### src/rtl/bfit_fifo.sv
// Small first-in first-out queue of generic width.
// Depends on nothing; depth and width come from the instantiating module.
module bfit_fifo #(
    parameter int W     = 1,
    parameter int DEPTH = 2
) (
    input  logic         i_clk,
    input  logic         i_rst_n,
    input  logic         i_push,
    input  logic [W-1:0] i_data,
    output logic         o_full,
    input  logic         i_pop,
    output logic [W-1:0] o_data,
    output logic         o_empty
);

    localparam int AW = (DEPTH > 1) ? $clog2(DEPTH) : 1;
    localparam int CW = $clog2(DEPTH + 1);

    logic [W-1:0]  r_mem [DEPTH];
    logic [AW-1:0] r_wr, n_wr;
    logic [AW-1:0] r_rd, n_rd;
    logic [CW-1:0] r_cnt, n_cnt;
    logic          push_ok;
    logic          pop_ok;

    assign o_full  = (r_cnt == CW'(DEPTH));
    assign o_empty = (r_cnt == '0);
    assign o_data  = r_mem[r_rd];
    assign push_ok = i_push && !o_full;
    assign pop_ok  = i_pop && !o_empty;

    always_comb begin
        n_wr  = r_wr;
        n_rd  = r_rd;
        n_cnt = r_cnt;
        if (push_ok) begin
            n_wr = (r_wr == AW'(DEPTH - 1)) ? '0 : r_wr + 1'b1;
        end
        if (pop_ok) begin
            n_rd = (r_rd == AW'(DEPTH - 1)) ? '0 : r_rd + 1'b1;
        end
        case ({push_ok, pop_ok})
            2'b10:   n_cnt = r_cnt + 1'b1;
            2'b01:   n_cnt = r_cnt - 1'b1;
            default: n_cnt = r_cnt;
        endcase
    end

    always_ff @(posedge i_clk) begin
        if (!i_rst_n) begin
            r_wr  <= '0;
            r_rd  <= '0;
            r_cnt <= '0;
        end else begin
            r_wr  <= n_wr;
            r_rd  <= n_rd;
            r_cnt <= n_cnt;
        end
    end

    always_ff @(posedge i_clk) begin
        if (push_ok) begin
            r_mem[r_wr] <= i_data;
        end
    end

endmodule

### config.mk
export PLATFORM = sky130hd
export DESIGN_NAME = bfit_fifo
export DESIGN_NICKNAME = d
export VERILOG_FILES = /design/src/rtl/bfit_fifo.sv
export SDC_FILE = /design/constraint.sdc
export NUM_CORES = 1
export LEC_CHECK = 0
export BUFFER_PORTS_ARGS = -buffer_cell sky130_fd_sc_hd__buf_2
export CORE_AREA = 2 2 39 41
export CTS_BUF_LIST = sky130_fd_sc_hd__clkbuf_16
export DETAILED_ROUTE_END_ITERATION = 7
export DIE_AREA = 0 0 41 43
export HOLD_SLACK_MARGIN = 0.15
export SYNTH_ARGS = -nofsm -noshare
export SYNTH_HDL_FRONTEND = slang
export SYNTH_SLANG_ARGS = --single-unit
### constraint.sdc
create_clock -name i_clk -period 3.2 [get_ports i_clk]
set_input_delay 0.64 -clock i_clk [delete_from_list [all_inputs] [get_ports i_clk]]
set_output_delay 0.64 -clock i_clk [all_outputs]
set_load 0.02 [all_outputs]
# ---- Yosys cells after proc, flatten, opt, wreduce, memory -nomap -nowiden
# Memory sizes are Yosys's and may differ from the RTL's. A register that Yosys moved wholly into a read port is not among the register bits.
# Cells that the tools add are included.
dict set report classes {
  n_addsub 4
  eq_ne 3
  mux 7
  reduce_logical 6
}
# cell count
set ops {}
lappend ops {{$mux W1} 6}
lappend ops {{$eq A2 B2 Y1 const B} 2}
lappend ops {{$pmux W2 S2} 1}
lappend ops {{$add A1 B1 Y1 const B} 2}
lappend ops {{$add A2 B1 Y2 const B} 1}
lappend ops {{$eq A2 B1 Y1 const B} 1}
lappend ops {{$logic_and A1 B1 Y1} 2}
lappend ops {{$logic_not A1 Y1} 2}
lappend ops {{$logic_not A2 Y1} 1}
lappend ops {{$reduce_bool A2 Y1} 1}
lappend ops {{$sub A2 B1 Y2 const B} 1}
dict set report word_totals {
  regBits 4
  ram_bits 2
  elab_cells 24
  mem_count 1
}
# memory words word_bits read_ports rd_clocked_by_memory_dff write_ports line_no
set memory_table {}
lappend memory_table {r_mem 2 1 1 1 1 20} ;# logic [W-1:0] r_mem [DEPTH];

# ---- Logic depth before layout (Yosys ltp)
dict set report depth {
  depth_word 5
  mapped_depth 6
  depth_no_buf 6
}

# ---- Worst setup path after synthesis
# No wires, ideal clock.
dict set report synth_timing {
  path_type {input-to-reg}
  from {in i_pop}
  to {reg r_cnt[1]}
  setup_time_ns 0.070
  arrival_time_ns 1.509
  t_required_ns 3.130
  setup_slack_ns 1.621
  cell_stages 4
  path_buffers 0
  path_cell_list {o21a_1 ha_1 or3_1 a21boi_1}
}
dict set report synth_between {
  elab_chain_len 3
  word_cells_on_any_way 5
  classes_between {eq/ne (2); mux (1); reduce/logical (2)}
}
# item line_no
set synth_rtl {}
lappend synth_rtl {{from (decl)} 12} ;# input logic i_pop,
lappend synth_rtl {{$logic_and A1 B1 Y1 *} 31} ;# assign pop_ok = i_pop && !o_empty;
lappend synth_rtl {{$eq A2 B1 Y1 or $eq A2 B2 Y1 (tied branches)} 43} ;# case ({push_ok, pop_ok})
lappend synth_rtl {{$pmux W2 S2 or $reduce_bool A2 Y1 (tied branches)} -}
lappend synth_rtl {{to (signal assigned)} 58} ;# r_cnt <= n_cnt;
lappend synth_rtl {{to (decl)} 23} ;# logic [CW-1:0] r_cnt, n_cnt;
# Mark *: on every way between the ends. The rest lies on a longest branch, timed or not.
# A chain may end at the register's enable or synchronous reset.

==> reports/metrics.csv <==
metric;value;unit
cts_sinks;7;
cts_tree;done;
cts_setup_buffers;0;
grt_pass1_wl;897;um
end_kind;primary output;
finalSetupTns;0;ns
syn_nets;35;
grt_pass1_vias;210;
finalHoldViolations;0;
crit_family;multiplexers;
worstSkewPairLatency;0.23;ns
synth_area_leaders;dfxtp_1 (33%), edfxtp_1 (20%), xnor2_1 (8.5%), a21boi_1 (4.9%), ha_1 (4.1%);
synth.top_cell.area_share;0.325;
mostFrequentLayoutCells;buf_2 (7), dfxtp_1 (5), xnor2_1 (3), inv_1 (3), clkbuf_16 (3);
switchingPower;0.000143;W
max_freq;603;MHz
syn_area;308;um2
critPathKind;reg2out;
hold-path-endpoint;r_wr$_SDFFE_PN0P_;
htreeDepth;1;
drv_slew;0;
die-area;1760;um2
final_common_cell;buf_2;
cts_hold_buf;0;
cts_resized;0;
clk_pin_slew;0.04;ns
pwr-share-clk;0.412;
nNetsFinal;47;
ys_seq_area_frac;0.520;
core;1380;um2
slew_headroom;0.874;
dr_total_vias;223;
ys_ff_latch;7;
area_growth;43.5;%
drc;0;
yosysWarnings;0;
critPathLaunchType;flip-flop;
portBuffers;7;
r2r_end;r_cnt[1]$_SDFFE_PN0P_;
reg2regPathDepth;5;
internal_power;0.000356;W
clockBufferDepth;2;
r2r_start;r_cnt[0]$_SDFFE_PN0P_;
crit_fanout;1;
drive_gt1_frac;0.325;
total_leakage_power;0.198;nW
power_density;1130;nW/um2
hp-start;r_wr$_SDFFE_PN0P_;
overflow;0;
setup_viol;0;
track_usage;0.0815;
grt_setup_unrepaired;false;
worst_clock_skew;0.00168;ns
switching_share;0.286;
max_cap_viol_count;0;
fin_crit;1.66;ns
die_h;43;um
antenna_found_initial;0;
seqPwrFrac;0.289;
cts_root_buf;clkbuf_16;
wire_per_inst;9.30;um
avgSynthCellArea;10.6;um2
io_pins;8;
outcome;complete, no violations;
grt_use_met2;0.100;
gp_congestion;0.630;
synthCells;29;
rows;14;
firstDrtPassIters;2;
vdd.ir_drop.worst;0.000388;V
drt-total-wl;521;um
path_buf_inv;1;
pwr-share-comb;0.299;
ff2ff_setup_slack;1.65;ns
cp.required;2.56;ns
crit_slowest_cell;mux2_2;
gr-max-usage-layer;met2;
start_util;0.222;
ys_types;17;
arrival;1.02;ns
holdPathStages;2;
hp-class;reg2reg;
ant_nets;0;
fin_crit_sh;0.518;
slowest_delay;0.32;ns
gr-usage-met3;0.0471;
met1_usage;0.0906;
die_w;41;um
numCtsBuffers;3;
post-route-util;0.319;
grt_max_degree;6;
yosysTopAreaCell;dfxtp_1;
tightest_slew;0.189;ns
cp_cell_sequence;mux2_2 > buf_2;
viasPerCell;3.98;
antenna_cells;0;
drt_iter0_markers;2;
[power by group through the flow]
stage / Clock, W / Sequential [W] / Combinational (W)
6_report: 0.000206 / 0.000144 / 0.000149
3_5_place_dp: 0 / 0.000145 / 0.000149
4_1_cts: 0.000210 / 0.000144 / 0.000151
2_1_floorplan: 0 / 0.000140 / 0.000118
3_3_place_gp: 0 / 0.000146 / 0.000146
5_1_grt: 0.000218 / 0.000149 / 0.000167
[cell usage after synthesis, drive strengths merged]
cell type,count
nor2b,2
dfxtp,5
and3,1
inv,3
nor2,1
mux2,1
o21ai,2
ha,1
nand2b,1
edfxtp,2
nand2,1
or3,2
and2,1
xnor2,3
a21boi,2
o21a,1
[layer usage]
metal / vias up / part of all wire
li1: 117 / -
met1: 100 / 0.48
met2: 6 / 0.47
met3: 0 / 0.048
met4: 0 / 0
met5: - / 0
[how the worst max path moves through the flow]
stage	from	endpoint	slack [ns]	depth (start not counted)
6_report	flip-flop	o_data	1.54	2
5_1_grt	r_cnt[0]$_SDFFE_PN0P_	o_full	1.50	3
4_1_cts	flip-flop	o_data	1.54	2
3_5_place_dp	i_pop	r_cnt[1]$_SDFFE_PN0P_	1.46	5
3_3_place_gp	i_pop	r_cnt[1]$_SDFFE_PN0P_	1.48	5
2_1_floorplan	i_pop	r_cnt[1]$_SDFFE_PN0P_	1.62	4
[final cells by class]
class	instances	area [um2]
multi-input combinational	19	136
clock buffer	3	75.1
inverter	3	11.3
timing repair buffer	7	35.0
sequential	7	160
fill	144	942
tap	16	20.0
clock inverter	1	3.75
[tightest hold or removal path: stages, from the launching register on]
cell	delay, ns
dfxtp_1	0.30
o21ai_0	0.07
a21boi_1	0.06
[cells by family after synthesis]
group,synth area share
buf+inv,0.0366
compound gates,0.106
mux,0.0366
flops,0.520
simple gates,0.175
xor+xnor,0.0854
fa+ha+maj,0.0406
[per-stage QoR]
stage / cells / setup slack [ns] / instance area (um2) / power (W) / hold WS (ns)
6_report: 56 / 1.54 / 442 / 0.000499 / 0.487
5_1_grt: 56 / 1.50 / 442 / 0.000533 / 0.531
4_1_cts: 56 / 1.54 / 442 / 0.000505 / 0.494
3_3_place_gp: 52 / 1.48 / 363 / 0.000292 / 0.477
2_1_floorplan: 29 / 1.62 / 308 / 0.000258 / 0.457
3_5_place_dp: 52 / 1.46 / 363 / 0.000294 / 0.489
No activity file was read; power rests on OpenSTA's default activity.
