File: config.mk
export PLATFORM = sky130hd
export DESIGN_NAME = bfit_front
export DESIGN_NICKNAME = d
export VERILOG_FILES = /design/src/rtl/bfit_pkg.sv /design/src/rtl/bfit_front.sv
export SDC_FILE = /design/constraint.sdc
export NUM_CORES = 1
export LEC_CHECK = 0
export ABC_AREA = 1
export BUFFER_PORTS_ARGS = -buffer_cell sky130_fd_sc_hd__buf_2
export CAP_MARGIN = 20
export CORE_AREA = 2 2 97 146
export DETAILED_ROUTE_END_ITERATION = 7
export DIE_AREA = 0 0 99 148
export HOLD_SLACK_MARGIN = 0.08
export PLACE_DENSITY_LB_ADDON = 0.25
export SETUP_SLACK_MARGIN = 0.15
export SLEW_MARGIN = 20
export SYNTH_ARGS = -nofsm -noshare
export SYNTH_HDL_FRONTEND = slang
export SYNTH_SLANG_ARGS = --single-unit
File: constraint.sdc
create_clock -name i_clk -period 6.6 [get_ports i_clk]
set_input_delay 0.99 -clock i_clk [delete_from_list [all_inputs] [get_ports i_clk]]
set_output_delay 0.99 -clock i_clk [all_outputs]
set_load 0.05 [all_outputs]
File: src/rtl/bfit_pkg.sv
// Shared types and constants for the Bloom filter insert/test core.
// No dependencies.
package bfit_pkg;

    localparam int MAX_BITS_LOG2_DEF = 20;
    localparam int MIN_BITS_LOG2     = 12;
    localparam int LG_W              = 6;
    localparam int CFG_DATA_W        = 5;
    localparam int CFG_IDX_W         = 2;
    localparam int QUEUE_DEPTH       = 2;

    // low half of the golden-ratio multiplier; positions never use product bits above 31
    localparam logic [31:0] GOLDEN_LO = 32'h7F4A7C15;

    localparam logic [CFG_IDX_W-1:0] CFG_SIZE_LOG2  = 2'd0;
    localparam logic [CFG_IDX_W-1:0] CFG_HASH_COUNT = 2'd1;

    localparam logic [CFG_DATA_W-1:0] SIZE_LOG2_RST  = 5'd12;
    localparam logic [CFG_DATA_W-1:0] HASH_COUNT_RST = 5'd8;

    localparam logic MODE_TEST = 1'b1;

    typedef struct packed {
        logic [CFG_DATA_W-1:0] size_log2;
        logic [CFG_DATA_W-1:0] hash_count;
    } t_cfg;

    typedef struct packed {
        logic clearing;
        logic res_push;
    } t_back_st;

    typedef enum logic [1:0] {
        ST_CLEAR,
        ST_IDLE,
        ST_RUN,
        ST_DONE
    } t_back_state;

endpackage

File: src/rtl/bfit_front.sv
// Front end: takes a digest request and derives the start position and stride.
// Depends on bfit_pkg; feeds the job queue.
module bfit_front #(
    parameter int PW = bfit_pkg::MAX_BITS_LOG2_DEF
) (
    input  logic            i_clk,
    input  logic            i_rst_n,
    input  logic            i_take,
    input  logic            i_mode,
    input  logic [31:0]     i_word0,
    input  logic [31:0]     i_word2,
    input  logic [31:0]     i_word4,
    output logic            o_full,
    output logic            o_q_push,
    output logic [2*PW:0]   o_q_data,
    input  logic            i_q_full
);

    logic          r_vld;
    logic          r_mode;
    logic [PW-1:0] r_a;
    logic [PW-1:0] r_w2;
    logic [PW-1:0] r_prod;
    logic [31:0]   prod;
    logic [PW-1:0] stride;

    assign prod     = i_word4 * bfit_pkg::GOLDEN_LO;
    assign stride   = (r_w2 ^ r_prod) | PW'(1);
    assign o_full   = r_vld && i_q_full;
    assign o_q_push = r_vld;
    assign o_q_data = {r_mode, r_a, stride};

    always_ff @(posedge i_clk) begin
        if (!i_rst_n) begin
            r_vld <= 1'b0;
        end else if (!o_full) begin
            r_vld <= i_take;
        end
    end

    always_ff @(posedge i_clk) begin
        if (i_take && !o_full) begin
            r_mode <= i_mode;
            r_a    <= i_word0[PW-1:0];
            r_w2   <= i_word2[PW-1:0];
            r_prod <= prod[PW-1:0];
        end
    end

endmodule

## Word-level counts from Yosys, hierarchy flattened

Cells that the tools add are included.

| storage, ports and cells | value |
|---|---|
| bits in registers | 62 |
| output and inout bits | 43 |
| logic and storage cells | 10 |

| operators by class | value |
|---|---|
| $mul | 1 |
| bitwise logic cells | 1 |
| reduce and logical (&&, ||, !) cells | 3 |

Operator list:

| kind | count |
|---|---|
| $mul A32 B31 Y20 const B | 1 |
| $xor A20 B20 Y20 | 1 |
| $logic_and A1 B1 Y1 | 2 |
| $logic_not A1 Y1 | 1 |

## Logic depth before layout (Yosys ltp)

Gate-level depths: netlist of run 1.

| depth | value |
|---|---|
| depth in word-level cells | 3 |
| mapped depth | 24 |
| gate-level depth less buffers | 24 |

## Worst setup path after synthesis of run 1

No wires, ideal clock.

| path | value |
|---|---|
| kind | in2reg |
| start | input i_word4[5] |
| end | register r_prod[19], data pin |
| data arrival time | 5.407 ns |
| path slack | 0.941 ns |
| stages on the path | 20 |
| buffers on the path | 0 |
| cell sequence | inv_1 > fa_1 > inv_1 > ha_1 > fa_1 > inv_1 > fa_1 > fa_1 > fa_1 > fa_1 > inv_1 > ha_1 > nand2_1 > a21oi_1 > a211oi_1 > o21ai_1 > a21oi_2 > inv_1 > nand2_1 > nand2_1 |

| on the way | value |
|---|---|
| word-level cells in the longest chain between the ends | 1 |

Ends and longest elaborated chain:

| item | RTL line | text |
|---|---|---|
| start: declaration | bfit_front.sv:12 | `input logic [31:0] i_word4,` |
| $mul A32 B31 Y20 | bfit_front.sv:27 | `assign prod = i_word4 * bfit_pkg::GOLDEN_LO;` |
| net prod[19] | bfit_front.sv:24 | `logic [31:0] prod;` |
| end signal: assignment | bfit_front.sv:46 | `r_prod <= prod[PW-1:0];` |
| end: declaration | bfit_front.sv:23 | `logic [PW-1:0] r_prod;` |

The timed path passes the listed nets, and every way through them passes these cells.
A chain may end at the register's enable or synchronous reset.

## Final worst setup path of run 1

| path | value |
|---|---|
| start | input i_word4[6] |
| end | register r_prod[19], data pin |

The elaborated chain is that of the path after synthesis.

==> results of run 1 <==
## layout make-up
class / instances / share of cell area
clock buffer: 12 / 0.0391
multi-input combinational: 300 / 0.477
sequential: 60 / 0.284
tap: 162 / 0.0322
timing repair buffer: 107 / 0.0858
clock inverter: 4 / 0.0115
inverter: 117 / 0.0697
## registers in the layout, indices dropped and copies added, names as in the netlist
signal	flops
r_mode	1
r_a	20
r_w2	19
r_prod	19
o_q_push	1
## critical path: stages
cell and delay [ns]:
buf_2 0.22, inv_1 0.09, fa_1 0.50, inv_1 0.04, ha_1 0.31, fa_1 0.49
inv_1 0.05, fa_1 0.55, fa_1 0.55, fa_1 0.53, fa_1 0.55, inv_1 0.05
ha_1 0.33, nand2_1 0.10, a21oi_1 0.04, a211oi_1 0.22, o21ai_1 0.13, a21oi_2 0.18
inv_1 0.06, nand2_1 0.06, nand2_1 0.04
## cells in the final DEF (no fill, tap or decap), types with 3 or more instances in the layout
master     netlist  routed
inv_1          115     115
buf_2            0     105
ha_1            96      96
nand2_1         60      60
edfxtp_1        59      59
fa_1            41      41
xor2_1          34      34
nand3_1         15      15
a21oi_1         10      10
clkbuf_16        0       9
nor2_1           8       7
xnor2_1          7       7
a21oi_2          5       5
nand2_2          3       3
o21ai_1          3       3
nand3_2          3       3
## report_power, final
part           internal, uW  total, uW  leakage, uW  switching, uW
clock network           340        488     0.000153            149
logic                   754       2000      0.00254           1250
registers               573        597     0.000579           24.1
total                  1670       3090      0.00327           1420
## worst max path at each step
stage          startpoint    endpoint  cells past startpoint
2_1_floorplan  i_word4[5]  r_prod[19]                     20
3_3_place_gp   i_word4[6]  r_prod[19]                     21
3_5_place_dp   i_word4[6]  r_prod[19]                     21
4_1_cts        i_word4[6]  r_prod[19]                     21
5_1_grt        i_word4[6]  r_prod[19]                     21
6_report       i_word4[6]  r_prod[19]                     21
## logic make-up (layout without fill, tap and decap cells)
group / Yosys count / after routing
AOI/OAI and AO/OA: 28 / 28
xor gates and xnor gates: 42 / 42
adders and majority gates: 137 / 137
buffers and inverters: 119 / 240
DFF: 60 / 60
other: 1 / 1
and+or+nand+nor: 92 / 92
## cells in the mapped netlist, types with 2 or more instances
cell type  instances  area share
fa_1              41        0.16
nand2_1           60       0.043
nand3_1           15       0.014
a21oi_2            5      0.0083
xor2_1            34       0.057
inv_1            115       0.082
nand3_2            3      0.0057
xnor2_1            7       0.012
a21oi_1           10      0.0095
nor2_1             8      0.0057
buf_4              2      0.0029
inv_2              2      0.0014
nand2_2            3      0.0036
ha_1              96        0.23
edfxtp_1          59        0.34
o21ai_1            3      0.0029
## metal layers
metal,track usage,routed length (um),up-vias
li1,-,-,1766
met3,0.0208,414,21
met4,0.0671,344,0
met5,0,0,-
met2,0.277,5510,92
met1,0.155,3730,1654
## stage by stage
step           hold slack [ns]  worst slack [ns]  utilization
3_5_place_dp             0.504             0.239        0.448
4_1_cts                  0.510             0.562        0.472
3_3_place_gp             0.470             0.316        0.448
5_1_grt                  0.560             0.341        0.472
6_report                 0.510             0.564        0.472
2_1_floorplan            0.707             0.941            -
==> flow_metrics.tcl, run 1 <==
set metrics [dict create \
    cts_setup_buffers 0 \
    track_usage 0.146 \
    cts_buffer_depth 2 \
    p_leak_uw 0.00327 \
    vdd_ir_drop_max_mv 0.314 \
    maxCapViolCount 0 \
    syn-num-nets 717 \
    synth_area_um2 5250 \
    cts.sinks 60 \
    syn-instance-count 479 \
    cts_tree "built" \
    dr_total_vias 3533 \
    post-route-cell-area_um2 6300 \
    synthXorXnorAreaFrac 0.0715 \
    ys_dominant_reg_cell "edfxtp_1" \
    numPortBuffers 105 \
    synth_edf_count 59 \
    max_freq_mhz 166 \
    syn_avg_cell_area_um2 11.0 \
    clk_latency_ns 0.32 \
    grt_pass1_vias 3771 \
    h-tree-depth 3 \
    routedWlPerCell_um 13.1 \
    synthToLayoutAreaGrowth_pct 20.1 \
    synth_fa_ha_area_frac 0.385 \
    synth_top_family_by_area "adder cells" \
    die_w_um 99 \
    synth-seq-cells 60 \
    setup_viol 0 \
    worstMarginPinSlew_ns 0.667 \
    r2r_end "r_w2[16]" \
    drt-total-wl_um 10000 \
    reg2reg_slack_ns 4.72 \
    rsz0062_at_grt "no" \
    io_pins 144 \
    r2r_cells 4 \
    status "finished, final reports clean" \
    drc 0 \
    holdCritPathClass "reg2reg" \
    initial_core_util 0.393 \
    power_density_nw_per_um2 490 \
    timing.rr.start "o_q_push" \
    drive_gt1_frac 0.232 \
    multi_input_comb_area_um2 3010 \
    globalplace.congestion 0.859 \
    hold_depth 2 \
    yosys.cell_types.count 32 \
    startpoint_type "primary input" \
    cts-buffers-inserted 9 \
    drt-initial-drc-count 91 \
    place_inst 746 \
    place_area_um2 5980 \
    ff_latch_area_um2 1790 \
    finalSetupTns_ns 0 \
    gr-total-overflow 0 \
    synth-simple-area-share 0.0758 \
    grt_first_pass_wirelength_um 16900 \
    drv_slew 0 \
    synth_mux_area_frac 0 \
    dp_hpwl_um 8570 \
    die-area_um2 14700 \
    hold_viol 0 \
    postSynth.asyncResetShare 0 \
    clk_pin_slew_ns 0.05 \
    synth.yosys.warnings 0 \
    fin_nets 833 \
    skew_ns 0.00543 \
    dr.pass1.iters 4 \
    grt_max_degree 36 \
    arrival_ns 6.11 \
    synth-seq-area-share 0.342 \
    relSlewSlack 0.555 \
    path_class "in2reg" \
    clock-root-buffer "clkbuf_16" \
    finalCritPeriodShare 0.915 \
    n_antenna_cell 0 \
    fill_cells 1239 \
    antenna_found_initial 0 \
    cts_hold_buf 0 \
    die_y_um 148 \
    fin_crit_ns 6.04 \
    cp_max_fo 8 \
    min_from "o_q_push" \
    stdcell_count 762 \
    rows 52 \
    cts_resized 0 \
    end_kind "register" \
    hold_end "o_q_push" \
    finalPower_uw 3090 \
    crit_required_ns 6.67 \
    coreArea_um2 13300 \
    ant_nets 0 \
    synth_compound_area_frac 0.0384 \
    via_per_inst 4.64 \
]
Power figures use the tool's default switching activity.
==> run 2: changes to the inputs <==
--- a/config.mk
+++ b/config.mk
@@ -13,6 +13,7 @@
 export DIE_AREA = 0 0 99 148
 export HOLD_SLACK_MARGIN = 0.08
 export PLACE_DENSITY_LB_ADDON = 0.25
+export RECOVER_POWER = 50
 export SETUP_SLACK_MARGIN = 0.15
 export SLEW_MARGIN = 20
 export SYNTH_ARGS = -nofsm -noshare
==> run 2 against run 1 <==
The flow now finishes with violations (capacitance limit, slew limit). Largest power group unchanged. Fmax is essentially flat. Count of clock-buffer cells in the layout is the same. Die area unchanged. Utilization decreased by 0.19 points. Sequential power about the same. Hold slack improved by 0.013 ns. Largest cell class unchanged. Critical endpoint unchanged. Highest routed layer unchanged. Final area down 0.40%.
==> flow_metrics.tcl, run 2 (synthesized netlist as in run 1, its figures left out) <==
set metrics [dict create \
    fin_crit_ns 6.03 \
    r2r_end "r_w2[16]" \
    arrival_ns 6.10 \
    cts_buffer_depth 2 \
    grt_pass1_vias 3771 \
    drive_gt1_frac 0.207 \
    skew_ns 0.00559 \
    drv_slew 26 \
    fin_nets 833 \
    cp_slowest_stage_delay_ns 0.55 \
    end_kind "register" \
    path_cells "buf_2, inv_1, fa_1, inv_1, ha_1, fa_1, inv_1, fa_1, fa_1, fa_1, fa_1, inv_1, ha_1, nand2_1, a21oi_1, a211oi_1, o21ai_1, a21oi_2, inv_1, nand2_1, nand2_1" \
    p_int_uw 1670 \
    finalSetupTns_ns 0 \
    synthToLayoutAreaGrowth_pct 19.6 \
    relSlewSlack -0.268 \
    final_common_cell "inv_1" \
    reg2reg_slack_ns 3.77 \
    violations "capacitance limit, slew limit" \
    startpoint_type "primary input" \
    h-tree-depth 3 \
    r2r_cells 4 \
    cts_tree "built" \
    holdCritPathClass "reg2reg" \
    dr_total_vias 3534 \
    power_density_nw_per_um2 492 \
    cts-buffers-inserted 9 \
    cpMostUsedCell "fa_1" \
    die-area_um2 14700 \
    clock_power_share 0.158 \
    timing.rr.start "o_q_push" \
    setup_viol 0 \
    die_w_um 99 \
    switchingPower_uw 1420 \
    drc 0 \
    die_y_um 148 \
    track_usage 0.146 \
    cp_num_buf_inv 6 \
    p_leak_uw 0.00323 \
    rsz0062_at_grt "no" \
    hold_depth 2 \
    grt_first_pass_wirelength_um 16900 \
    numPortBuffers 105 \
    hold_end "o_q_push" \
    vdd_ir_drop_max_mv 0.314 \
    top_regs "r_a (20), r_prod (19), r_w2 (19)" \
    max_freq_mhz 166 \
    cts_hold_buf 0 \
    crit_required_ns 6.67 \
    rows 52 \
    io_pins 144 \
    clock-root-buffer "clkbuf_16" \
    status "complete, but fails checks" \
    worstMarginPinSlew_ns 1.89 \
    finalCritPeriodShare 0.914 \
    clk_latency_ns 0.32 \
    gr-total-overflow 0 \
    ant_nets 0 \
    hold_viol 0 \
    crit_family "adder cells" \
    cp_max_fo 8 \
    largest_reg_flops 20 \
    power_frac_seq 0.194 \
    drt-total-wl_um 10000 \
    top_register "r_a" \
    coreArea_um2 13300 \
    place_area_um2 5980 \
    power_frac_comb 0.648 \
    cpMaxStageDelayCell "fa_1" \
    p_sw_frac 0.460 \
    grt_max_degree 36 \
    path_class "in2reg" \
    initial_core_util 0.393 \
    min_from "o_q_push" \
    antenna_found_initial 0 \
    clk_pin_slew_ns 0.05 \
    globalplace.congestion 0.859 \
    dr.pass1.iters 4 \
    cts_resized 0 \
    dp_hpwl_um 8570 \
    layout_common_cells "inv_1, ha_1, buf_2" \
    post-route-cell-area_um2 6280 \
    maxCapViolCount 1 \
    fill_cells 1255 \
    n_antenna_cell 0 \
    via_per_inst 4.64 \
    drt-initial-drc-count 91 \
    cts.sinks 60 \
    cts_setup_buffers 0 \
    routedWlPerCell_um 13.1 \
]
## run 2: how the worst max path moves through the flow
stage	startpoint	endpoint	slack, ns	cells after the start
finish	i_word4[6]	r_prod[19]	0.57	21
CTS	i_word4[6]	r_prod[19]	0.56	21
detailed placement	i_word4[6]	r_prod[19]	0.24	21
global route	i_word4[6]	r_prod[19]	0.34	21
floorplan	i_word4[5]	r_prod[19]	0.94	20
global placement	i_word4[6]	r_prod[19]	0.32	21
## run 2: routing by layer
layer	GRT usage	vias to the layer above	wire length (um)
met5	0	-	0
li1	-	1767	-
met4	0.0671	0	344
met3	0.0208	21	424
met1	0.155	1655	3740
met2	0.277	91	5510
## run 2: power by group through the flow
stage               clock network, uW  registers [uW]  logic, uW
floorplan                           0             628       1550
finish                            488             597       2000
global placement                    0             603       1990
detailed placement                  0             606       2010
CTS                               503             598       2030
global route                      523             604       2260
## run 2: tightest hold or removal path, cell delays in order, from the launching register on
cell      delay (ns)
dfxtp_1         0.31
nand2_1         0.08
a21boi_0        0.08
## run 2: through the flow
step / util / setup slack [ns] / hold WS, ns / instances / total power (uW)
global placement: 0.448 / 0.316 / 0.470 / 746 / 2590
floorplan: - / 0.941 / 0.707 / 479 / 2180
global route: 0.471 / 0.341 / 0.560 / 762 / 3380
finish: 0.471 / 0.568 / 0.524 / 762 / 3090
detailed placement: 0.448 / 0.239 / 0.504 / 746 / 2620
CTS: 0.472 / 0.562 / 0.510 / 762 / 3130
## run 2: area by class of cell
class,instances,area (um2),area share
clock buffer,12,246,0.0393
timing repair buffer,107,523,0.0833
clock inverter,4,72.6,0.0116
tap,162,203,0.0323
sequential,60,1790,0.285
inverter,117,439,0.0700
multi-input combinational,300,3000,0.478
